[config.mk]
export PLATFORM = sky130hd
export DESIGN_NAME = swsb_ctrl
export DESIGN_NICKNAME = d
export VERILOG_FILES = /design/src/rtl/swsb_pkg.sv /design/src/rtl/swsb_ctrl.sv
export SDC_FILE = /design/constraint.sdc
export NUM_CORES = 1
export LEC_CHECK = 0
export ABC_AREA = 1
export BUFFER_PORTS_ARGS = -buffer_cell sky130_fd_sc_hd__buf_2
export CAP_MARGIN = 0
export CORE_AREA = 4 4 41 43
export CTS_CLUSTER_DIAMETER = 150
export DETAILED_ROUTE_END_ITERATION = 7
export DIE_AREA = 0 0 45 47
export PLACE_DENSITY_LB_ADDON = 0.15
export SYNTH_ARGS = -nofsm -noshare
export SYNTH_HDL_FRONTEND = slang
export SYNTH_SLANG_ARGS = --single-unit
[constraint.sdc]
create_clock -name clk_i -period 1.5 [get_ports clk_i]
set_input_delay 0.225 -clock clk_i [delete_from_list [all_inputs] [get_ports clk_i]]
set_output_delay 0.225 -clock clk_i [all_outputs]
set_load 0.1 [all_outputs]
[src/rtl/swsb_pkg.sv]
// Shared types and constants of the sliding window send buffer.
// Holds action and status codes, the pane row layout and the
// controller/datapath command and status structs. No dependencies.
package swsb_pkg;

  // Default number of panes.
  localparam int DEF_MAX_WINDOW = 256;

  // Remainder width of the modulo unit; the window size register is 9 bits.
  localparam int REM_W   = 10;
  localparam int DIGIT_W = 4;
  localparam int STEPS   = 32 / DIGIT_W;

  // Configuration register indexes.
  localparam logic REG_WINDOW_SIZE    = 1'b0;
  localparam logic REG_MAX_PACKET_LEN = 1'b1;

  // Reset values of the configuration registers.
  localparam logic [8:0]  RST_WINDOW_SIZE = 9'd256;
  localparam logic [15:0] RST_MAX_LEN     = 16'd1500;

  // Action codes.
  localparam logic [2:0] ACT_ADD    = 3'd0;
  localparam logic [2:0] ACT_MARK   = 3'd1;
  localparam logic [2:0] ACT_CHECK  = 3'd2;
  localparam logic [2:0] ACT_SLIDE  = 3'd3;
  localparam logic [2:0] ACT_RESEND = 3'd4;

  // Status codes.
  localparam logic [2:0] ST_OK       = 3'd0;
  localparam logic [2:0] ST_RANGE    = 3'd1;
  localparam logic [2:0] ST_ORDER    = 3'd2;
  localparam logic [2:0] ST_BUSY     = 3'd3;
  localparam logic [2:0] ST_NOTFOUND = 3'd4;

  // Dividend source for the modulo unit.
  typedef enum logic [1:0] {
    SRC_CUR,
    SRC_SEQ,
    SRC_LOW
  } src_e;

  // One pane of the window table.
  typedef struct packed {
    logic [15:0] hdl;
    logic [15:0] len;
    logic [31:0] seq;
    logic        acked;
  } row_t;

  // Commands from the controller to the datapath.
  typedef struct packed {
    logic load_item;
    logic mod_start;
    src_e mod_src;
    logic slot_load;
    logic rd;
    logic open_load;
    logic exec;
    logic walk_step;
    logic low_commit;
    logic out_load;
  } cmd_t;

  // Status from the datapath to the controller.
  typedef struct packed {
    logic mod_done;
    logic slide_go;
    logic walk_last;
  } sts_t;

endpackage

[src/rtl/swsb_ctrl.sv]
// Controller of the window: sequences modulo, table reads, action and walk.
// Drives the datapath through cmd_t. Depends on swsb_pkg.
module swsb_ctrl
  import swsb_pkg::*;
(
  input  logic clk_i,
  input  logic rst_ni,
  input  logic in_valid_i,
  output logic in_ready_o,
  output logic out_valid_o,
  input  logic out_ready_i,
  input  sts_t sts_i,
  output cmd_t cmd_o
);

  typedef enum logic [3:0] {
    S_IDLE, S_W_CUR, S_R_CUR, S_L_CUR, S_W_SEQ, S_R_SEQ, S_EXEC,
    S_W_LOW, S_WK_RD, S_WK_WR, S_POST, S_W_FIN, S_R_FIN, S_DONE
  } state_e;

  state_e state_q, state_d;
  logic   out_vld_q;
  logic   out_free;

  assign out_free = !out_vld_q || out_ready_i;

  // Next state and commands.
  always_comb begin
    state_d = state_q;
    cmd_o   = '0;
    cmd_o.mod_src = SRC_CUR;
    unique case (state_q)
      S_IDLE: begin
        if (in_valid_i) begin
          cmd_o.load_item = 1'b1;
          cmd_o.mod_start = 1'b1;
          state_d = S_W_CUR;
        end
      end
      S_W_CUR: begin
        if (sts_i.mod_done) begin
          cmd_o.slot_load = 1'b1;
          state_d = S_R_CUR;
        end
      end
      S_R_CUR: begin
        cmd_o.rd = 1'b1;
        state_d = S_L_CUR;
      end
      S_L_CUR: begin
        cmd_o.open_load = 1'b1;
        cmd_o.mod_start = 1'b1;
        cmd_o.mod_src   = SRC_SEQ;
        state_d = S_W_SEQ;
      end
      S_W_SEQ: begin
        if (sts_i.mod_done) begin
          cmd_o.slot_load = 1'b1;
          state_d = S_R_SEQ;
        end
      end
      S_R_SEQ: begin
        cmd_o.rd = 1'b1;
        state_d = S_EXEC;
      end
      S_EXEC: begin
        cmd_o.exec = 1'b1;
        if (sts_i.slide_go) begin
          cmd_o.mod_start = 1'b1;
          cmd_o.mod_src   = SRC_LOW;
          state_d = S_W_LOW;
        end else begin
          state_d = S_POST;
        end
      end
      S_W_LOW: begin
        if (sts_i.mod_done) begin
          cmd_o.slot_load = 1'b1;
          state_d = S_WK_RD;
        end
      end
      S_WK_RD: begin
        cmd_o.rd = 1'b1;
        state_d = S_WK_WR;
      end
      S_WK_WR: begin
        cmd_o.walk_step = 1'b1;
        if (sts_i.walk_last) begin
          cmd_o.low_commit = 1'b1;
          state_d = S_POST;
        end else begin
          state_d = S_WK_RD;
        end
      end
      S_POST: begin
        cmd_o.mod_start = 1'b1;
        state_d = S_W_FIN;
      end
      S_W_FIN: begin
        if (sts_i.mod_done) begin
          cmd_o.slot_load = 1'b1;
          state_d = S_R_FIN;
        end
      end
      S_R_FIN: begin
        cmd_o.rd = 1'b1;
        state_d = S_DONE;
      end
      S_DONE: begin
        if (out_free) begin
          cmd_o.out_load = 1'b1;
          state_d = S_IDLE;
        end
      end
      default: state_d = S_IDLE;
    endcase
  end

  // State and output valid.
  always_ff @(posedge clk_i or negedge rst_ni) begin
    if (!rst_ni) begin
      state_q   <= S_IDLE;
      out_vld_q <= 1'b0;
    end else begin
      state_q <= state_d;
      if (cmd_o.out_load) begin
        out_vld_q <= 1'b1;
      end else if (out_ready_i) begin
        out_vld_q <= 1'b0;
      end
    end
  end

  assign in_ready_o  = (state_q == S_IDLE);
  assign out_valid_o = out_vld_q;

endmodule

Yosys cells after proc, flatten, opt, wreduce, memory -nomap -nowiden
Index checks and enable logic that the tools add are counted.
{"block": "word_totals", "regBits": 5, "elab_cells": 54}
{"block": "classes", "n_eq_ne": 19, "muxes": 25, "n_reduce_logical": 8}
{"cell": "$pmux 4 s14", "count": 1}
{"cell": "$mux 4", "count": 7}
{"cell": "$eq 4x4->1 const B", "count": 6}
{"cell": "$eq 4x3->1 const B", "count": 4}
{"cell": "$ne 2x2->1 const B", "count": 6}
{"cell": "$mux 1", "count": 11}
{"cell": "$eq 4x2->1 const B", "count": 2}
{"cell": "$reduce_or 4->1", "count": 2}
{"cell": "$mux 2", "count": 3}
{"cell": "$reduce_and 6->1", "count": 1}
{"cell": "$eq 4x1->1 const B", "count": 1}
{"cell": "$logic_not 4->1", "count": 1}
{"cell": "$pmux 2 s2", "count": 1}
{"cell": "$mux 3", "count": 1}
{"cell": "$pmux 1 s3", "count": 1}
{"cell": "$reduce_bool 2->1", "count": 1}
{"cell": "$reduce_or 2->1", "count": 1}
{"cell": "$logic_not 1->1", "count": 1}
{"cell": "$logic_or 1x1->1", "count": 1}

Logic depth before layout (Yosys ltp)
Gate-level depths: netlist (run 1).
{"block": "depth", "word_depth": 5, "depth_mapped": 9, "mapped_depth_nobuf": 9}

Worst setup path after synthesis (run 1)
No wires, ideal clock.
{"block": "synth_path", "path_type": "reg-to-output", "startpoint": "reg state_q[2]", "endpoint": "out cmd_o[1] (netlist bit)", "arrival_time_ps": 2823, "setup_slack_ps": -1548, "stages_incl_launch_ff": 4, "path_buffers": 0, "path_cell_list": "dfrtp_1 -> inv_2 -> nand2_2 -> nor3b_1"}
{"element": "start: declaration", "line_no": "swsb_ctrl.sv:21", "text": "state_e state_q, state_d;"}
{"element": "start signal: assignment", "line_no": "swsb_ctrl.sv:125", "text": "state_q <= state_d;"}
{"element": "end: declaration", "line_no": "swsb_ctrl.sv:13", "text": "output cmd_t cmd_o"}

==> results of run 1 <==
through the flow:
| stage | setup TNS (ns) | hold slack (ns) | setup WS, ns | util, % | cell area [um^2] |
|---|---|---|---|---|---|
| after CTS | -0.9950 | 0.1823 | -0.1260 | 89.62 | 1166 |
| after global placement | 0 | 0.03821 | 0.05535 | 75.58 | 983.4 |
| final | -1.503 | 0.1873 | -0.1843 | 94.71 | 1232 |
| after global routing | -2.468 | 0.2185 | -0.2481 | 94.71 | 1232 |
| after floorplan | -2.199 | -0.07059 | -0.3799 | - | 651.9 |
| after detailed placement | 0 | 0.03881 | 0.009306 | 75.58 | 983.4 |
placed cells by master, fill, tap and decap left out:
master / count
buf_12: 12
nand3_1: 10
nor2_2: 2
clkbuf_4: 3
buf_4: 18
a21oi_4: 1
clkbuf_1: 1
inv_4: 4
nor3b_4: 1
nor2_1: 4
o21ai_2: 2
nand3_2: 1
clkinvlp_4: 3
nand2_2: 5
nor2_4: 13
nand2_1: 17
inv_2: 4
nand3_4: 1
o21ai_0: 3
inv_1: 5
nand2_4: 9
dlygate4sd3_1: 1
buf_2: 7
buf_6: 2
o211ai_1: 1
dfrtp_2: 5
a21oi_2: 1
registers in the layout (all words and copies together) (netlist names):
register / cells
state_q: 4
out_valid_o: 1
routing by layer:
layer	routed length, um	track usage [%]	vias to the layer above
li1	-	-	374
met1	843	25.35	391
met2	1286	44.07	43
met3	128	3.831	17
met4	172	23.98	0
met5	0	0	-
layout make-up:
cell class	instances	area, um^2
sequential	5	131.4
timing repair buffer	40	442.9
tap	15	18.77
multi-input combinational	71	531.8
clock buffer	4	26.28
inverter	16	81.33
fill	39	68.82
how the worst min path moves through the flow:
stage	end	slack (ns)	depth (start not counted)
after floorplan	out_valid_o	-0.07	0
after global placement	state_q[2]	0.04	1
after detailed placement	state_q[0]	0.04	1
after CTS	out_valid_o	0.18	2
after global routing	out_valid_o	0.22	2
final	out_valid_o	0.19	2
repair_timing:
action                     CTS  global route
setup buffers               11             4
setup endpoints to repair   12            16
pin swaps                   13             4
hold buffers                 1             0
hold endpoints to repair     5             0
resized for setup           23             8
cell families after synthesis:
logic type	Yosys count	share of synthesized area, %
simple gates	63	57.48
buf+inv	16	11.21
flops	5	23.36
compound gates	8	7.944
worst max-delay path, cell delays in order, from the launching register on:
cell     delay [ns]
dfrtp_2        0.45
inv_4          0.12
nand2_4        0.09
nor2_4         0.15
a21oi_2        0.07
a21oi_4        0.15
buf_12         0.18
==> results.json, run 1 <==
{
  "core-area_um2": 1301,
  "antenna_cells": 0,
  "yosysWarnings": 0,
  "cp.required_ns": 1.27,
  "grt_use_total_pct": 25.16,
  "portBuffers": 19,
  "cp.arrival_ns": 1.46,
  "syn_inst": 92,
  "via_count": 825,
  "ant_nets": 0,
  "rsz0062_at_grt": "yes",
  "drt_iter0_markers": 20,
  "layout_setup_ws_ns": -0.1843,
  "stdcell_count": 151,
  "hold_start": "out_ready_i",
  "syn_nets": 99,
  "yosys.area.top_type": "dfrtp_1",
  "endpoint": "cmd_o[6]",
  "syn_area_per_cell_um2": 5.821,
  "ys_async_sr_fraction_pct": 100.0,
  "relSlewSlack_pct": 67.98,
  "synthTopCellsByArea": "dfrtp_1 (23%), nand2_1 (18%), nand3_1 (10%)",
  "synth_edf_count": 0,
  "die_area_um2": 2115,
  "synthTopCellsByCount": "nand2_1 (26), nor2_1 (13), inv_1 (12)",
  "worstSetupPathType": "reg -> out",
  "clk_pin_slew_ns": 0.04,
  "worst_pin_slew_ns": 0.4836,
  "syn_area_um2": 535.5,
  "htree_levels": 1,
  "seq_area_frac_synth_pct": 23.36,
  "ff2ff_path_depth": 10,
  "gp_congestion": 0.8981,
  "clk_latency_ns": 0.24,
  "numCtsBuffers": 3,
  "grt_pass1_wl_um": 3705,
  "synth_flop_cell": "dfrtp_1",
  "cts_tree": "yes",
  "synth.most_common_cell": "nand2_1",
  "max_freq_mhz": 593.7,
  "cp_max_fo": 4,
  "cts_buffer_depth": 2,
  "skew_ns": 0.002994,
  "r2r-start": "state_q[3]",
  "rows": 13,
  "ios": 20,
  "hp-class": "in -> reg",
  "drive_above_1_share_pct": 69.12,
  "grt_max_degree": 8,
  "worstSetupStartpointType": "flip-flop",
  "viasPerCell": 5.464,
  "cts-root-buf": "clkbuf_4",
  "max_cap_viol_count": 0,
  "placed_cells": 131,
  "wl_um": 2431,
  "setup_viol": 12,
  "hold_viol": 0,
  "period_minus_slack_ns": 1.684,
  "syn2layout_area_growth_pct": 130.1,
  "dp_hpwl_um": 1340,
  "chipWidth_um": 45,
  "gr-total-overflow": 0,
  "antenna_found_initial": 0,
  "drc": 0,
  "start_util_pct": 41.15,
  "drt_pass1_iterations": 4,
  "nNetsFinal": 144,
  "crit_path_end_kind": "primary output",
  "cts.sinks": 5,
  "status": "complete, but fails checks",
  "violations": "setup timing",
  "die_h_um": 47,
  "timing.rr.end": "state_q[2]",
  "rrSetupSlack_ns": 0.02,
  "finalCritPeriodShare_pct": 112.3,
  "crit_path_start": "state_q[2]",
  "slew_violations": 0,
  "ys_seq_elements": 5,
  "yosysTopAreaCellShare_pct": 23.36,
  "grt_pass1_vias": 844,
  "yosysUniqueCellTypes": 15,
  "wl_per_cell_um": 16.10
}
Power of run 1 is not shown: default switching activity piles up to over one toggle a cycle in this logic, so the estimate is an artifact.
==> inputs of run 2 (changes only) <==
- CORE_AREA: 4 4 41 43 -> not set
- CORE_MARGIN: not set -> 4
- CORE_UTILIZATION: not set -> 30
- DIE_AREA: 0 0 45 47 -> not set
==> run 2 against run 1 <==
Global-route usage shrank 7.7 points. Hold slack gained 0.0085 ns. First-iteration DRC count shrank 50%. Die area grew 19%. Worst setup slack gained 0.039 ns. Critical endpoint is now cmd_o[9]. The run still ends with setup timing left. Via count shrank 7.2%. Cell area grew 1.3%. Cell count grew 9.3%.
==> results.json, run 2 (synthesis gave the netlist of run 1 again) <==
{
  "finalCritPeriodShare_pct": 109.7,
  "crit_top_cell": "nand2_4",
  "hold_start": "out_ready_i",
  "grt_pass1_wl_um": 3408,
  "layout_setup_ws_ns": -0.1450,
  "wl_per_cell_um": 11.85,
  "r2r-start": "state_q[0]",
  "clk_pin_slew_ns": 0.04,
  "drc": 0,
  "final_core_util_pct": 73.11,
  "status": "complete, but fails checks",
  "gp_congestion": 0.8852,
  "nNetsFinal": 148,
  "regMostFlops": "state_q",
  "clk_latency_ns": 0.24,
  "max_stage_delay_ns": 0.48,
  "hold_viol": 0,
  "crit_buf_inv": 3,
  "core-area_um2": 1708,
  "critical-path-top-delay-family": "flip-flops",
  "rrSetupSlack_ns": -0.03,
  "worst_path_max_delay_cell": "dfrtp_2",
  "worst_pin_slew_ns": 0.4832,
  "dpl-instance-area_um2": 996.0,
  "portBuffers": 19,
  "multiInputGateArea_um2": 503.0,
  "cts-root-buf": "clkbuf_4",
  "finalInstanceArea_um2": 1249,
  "cp.arrival_ns": 1.42,
  "die_h_um": 50.25,
  "ios": 20,
  "cts_tree": "yes",
  "skew_ns": 0.0009331,
  "hp-class": "in -> reg",
  "rows": 15,
  "path_cells": "nand2_4, inv_4, nand2_4, clkinvlp_4, nor2_4, nand3_4, buf_12",
  "cp.required_ns": 1.27,
  "max_freq_mhz": 607.9,
  "crit_path_end_kind": "primary output",
  "fillCellCount": 131,
  "max_cap_viol_count": 0,
  "dp_hpwl_um": 1314,
  "gr-total-overflow": 0,
  "antenna_found_initial": 0,
  "htree_levels": 1,
  "cp_max_fo": 6,
  "start_util_pct": 31.36,
  "grt_use_total_pct": 17.48,
  "crit_path_start": "state_q[1]",
  "ant_nets": 0,
  "slew_violations": 0,
  "cts_buffer_depth": 2,
  "wl_um": 1956,
  "numCtsBuffers": 3,
  "grt_pass1_vias": 763,
  "layout_commonest_cell": "buf_4",
  "cts.sinks": 5,
  "drive_above_1_share_pct": 65.71,
  "drt_iter0_markers": 10,
  "syn2layout_area_growth_pct": 133.2,
  "viasPerCell": 4.642,
  "setup_viol": 15,
  "worstSetupStartpointType": "flip-flop",
  "grt_max_degree": 7,
  "final_cell_mix": "buf_4 (21), nand2_1 (17), buf_12 (12)",
  "period_minus_slack_ns": 1.645,
  "chipWidth_um": 50.25,
  "violations": "setup timing",
  "antenna_cells": 0,
  "ff_latch_area_um2": 130.1,
  "via_count": 766,
  "worstSetupPathType": "reg -> out",
  "relSlewSlack_pct": 68.01,
  "die_area_um2": 2525,
  "drt_pass1_iterations": 4,
  "largest_reg_flops": 4,
  "rsz0062_at_grt": "yes"
}
run 2: changes by cell type in the layout (fill, tap and decap cells not counted):
cell     delta
inv_1       +2
buf_4       +3
dfrtp_1     +1
a21oi_2     -1
nor2_4      -4
nor2_2      +2
a21oi_1     +1
nor2_1      +2
inv_2       -2
dfrtp_2     -1
buf_6       +1
run 2: through the flow:
stage | worst slack [ns] | hold WS, ns | TNS, ns | std cells
6_report | -0.1450 | 0.1957 | -1.144 | 165
5_1_grt | -0.2279 | 0.2126 | -2.352 | 165
4_1_cts | -0.1460 | 0.1878 | -1.076 | 162
3_5_place_dp | 0.02892 | 0.04097 | 0 | 141
3_3_place_gp | 0.05429 | 0.04223 | 0 | 141
2_1_floorplan | -0.3799 | -0.07059 | -2.199 | 92
run 2: final timing paths:
check / endpoint / cells after the start
setup / recovery: cmd_o[9] / 7
max in group asynchronous: state_q[0] / 2
hold / removal: out_valid_o / 2
min in group asynchronous: state_q[3] / 2
setup reg to reg: state_q[1] / 10
hold reg to reg: out_valid_o / 2
run 2: timing repair:
item / in CTS / in global routing
endpoints found under the setup margin: 12 / 16
gates resized for setup: 18 / 4
setup buffers: 16 / 3
hold buffers: 1 / 0
pin swaps: 11 / 3
hold endpoints to repair: 5 / 0
run 2: final cells by class:
type,count,share of cell area [%]
inverter,16,6.513
clock buffer,4,2.104
sequential,5,10.42
timing repair buffer,44,38.18
tap,25,2.505
multi-input combinational,71,40.28
run 2: per-layer routing:
metal	part of all wire, %	up-vias	GRT usage (%)	routed length, um
li1	-	383	-	-
met5	0	-	0	0
met2	55	20	33.91	1076
met4	2.0	0	5.530	39
met3	2.9	4	2.077	56
met1	40	359	19.20	784
run 2: worst reg2reg max path: cells and delay by family (launching register included):
kind,cells,cell delay [ns]
AND/OR/NAND/NOR,7,0.54
flip-flops,1,0.47
buffers and inverters,3,0.40
Power of run 2 is left out for the same reason.
==> inputs of run 3 (changes only) <==
- CORE_MARGIN: 4 -> 2
==> run 3 against run 2 <==
The run still ends with setup timing left. Clock skew is 0.0018 ns higher. Worst setup slack worse by 0.011 ns. Sequential cell count did not move. Wire length up 2.3%. Die area decreased by 15%. Fmax shrank 0.65%. Via count grew 1.7%. Cell count is 1.8% lower. Critical path depth is 1 lower. Cell area grew 0.60%. Clock-buffer cell count did not move. Non-clock buffer count is 3 lower.
==> results.json, run 3 (synthesis gave the netlist of run 1 again) <==
{
  "dp_hpwl_um": 1232,
  "fillCellCount": 120,
  "cts_tree": "yes",
  "crit_path_end_kind": "primary output",
  "start_util_pct": 31.36,
  "wl_per_cell_um": 12.35,
  "die_area_um2": 2139,
  "worstSetupStartpointType": "flip-flop",
  "max_freq_mhz": 603.9,
  "gr-total-overflow": 0,
  "max_cap_viol_count": 0,
  "chipWidth_um": 46.25,
  "regMostFlops": "state_q",
  "violations": "setup timing",
  "grt_pass1_wl_um": 3091,
  "fin_tns_setup_ns": -1.169,
  "nNetsFinal": 145,
  "critical-path-top-delay-family": "buffers and inverters",
  "grt_use_total_pct": 20.67,
  "cp_max_fo": 4,
  "antenna_found_initial": 0,
  "final_cell_mix": "nand2_1 (16), buf_4 (15), buf_12 (12)",
  "largest_reg_flops": 4,
  "r2r-start": "state_q[2]",
  "cts.sinks": 5,
  "drc": 0,
  "crit_buf_inv": 3,
  "htree_levels": 1,
  "layout_setup_ws_ns": -0.1558,
  "via_count": 779,
  "worst_path_max_delay_cell": "dfrtp_1",
  "finalCritPeriodShare_pct": 110.4,
  "grt_max_degree": 8,
  "die_h_um": 46.25,
  "crit_path_start": "state_q[2]",
  "ios": 20,
  "relSlewSlack_pct": 68.02,
  "clk_pin_slew_ns": 0.04,
  "antenna_cells": 0,
  "max_stage_delay_ns": 0.41,
  "clk_latency_ns": 0.23,
  "rows": 15,
  "setup_viol": 12,
  "wl_um": 2001,
  "layout_commonest_cell": "nand2_1",
  "hold_start": "out_ready_i",
  "syn2layout_area_growth_pct": 134.6,
  "drive_above_1_share_pct": 68.61,
  "numCtsBuffers": 3,
  "worstSetupPathType": "reg -> out",
  "drt_pass1_iterations": 4,
  "core-area_um2": 1708,
  "cp.required_ns": 1.27,
  "cts-root-buf": "clkbuf_4",
  "cp.arrival_ns": 1.43,
  "grt_pass1_vias": 744,
  "path_cells": "inv_2, buf_4, nor2_4, o21ai_2, a21oi_4, buf_12",
  "period_minus_slack_ns": 1.656,
  "hold_viol": 0,
  "cts_buffer_depth": 2,
  "worst_pin_slew_ns": 0.4830,
  "gp_congestion": 0.7955,
  "hp-class": "in -> reg",
  "ant_nets": 0,
  "slew_violations": 0,
  "portBuffers": 19,
  "skew_ns": 0.002694,
  "viasPerCell": 4.809,
  "drt_iter0_markers": 11,
  "rsz0062_at_grt": "yes",
  "status": "complete, but fails checks"
}
run 3: layout make-up:
type	count	area, um^2	area share [%]
Tap cell	25	31.28	2.490
Inverter	16	78.83	6.275
Timing Repair Buffer	41	465.4	37.05
Sequential cell	5	130.1	10.36
Multi-Input combinational cell	71	524.3	41.73
Clock buffer	4	26.28	2.092
run 3: per-layer routing:
metal / vias up / wire length [um] / global-route usage, %
li1: 375 / - / -
met2: 32 / 1149 / 37.78
met3: 4 / 62 / 2.745
met5: - / 0 / 0
met1: 368 / 744 / 22.46
met4: 0 / 45 / 11.43
run 3: worst paths after layout:
check	depth (start not counted)	slack, ns	to
max	6	-0.16	cmd_o[6]
min	2	0.21	out_valid_o
max reg2reg	10	0.02	state_q[3]
min reg2reg	2	0.57	out_valid_o
max in group asynchronous	2	1.02	state_q[3]
min in group asynchronous	2	0.34	state_q[2]
run 3: through the flow:
step | worst slack (ns) | utilization [%] | hold WS [ns] | instance area [um^2] | instances
CTS | -0.1307 | 70.77 | 0.1983 | 1209 | 160
floorplan | -0.3799 | - | -0.07059 | 651.9 | 92
global placement | 0.05467 | 58.32 | 0.04202 | 996.0 | 141
detailed placement | 0.01306 | 58.32 | 0.04208 | 996.0 | 141
global route | -0.2192 | 73.55 | 0.2175 | 1256 | 162
finish | -0.1558 | 73.55 | 0.2069 | 1256 | 162
run 3: repair_timing:
action,4_1_cts,5_1_grt
setup buffers,14,2
resized for setup,21,10
setup endpoints to repair,12,16
pin swaps,9,6
endpoints found under the hold margin,5,0
hold buffers,1,0
run 3: worst register-to-register path: stages (launching register included):
cell	delay, ns
dfrtp_1	0.42
inv_2	0.13
buf_4	0.14
nor2_4	0.04
buf_4	0.15
nand3_1	0.08
nand2_2	0.07
nor2_4	0.17
nand2_4	0.07
nand2_1	0.06
nand2_1	0.05
Power of run 3 is left out for the same reason.
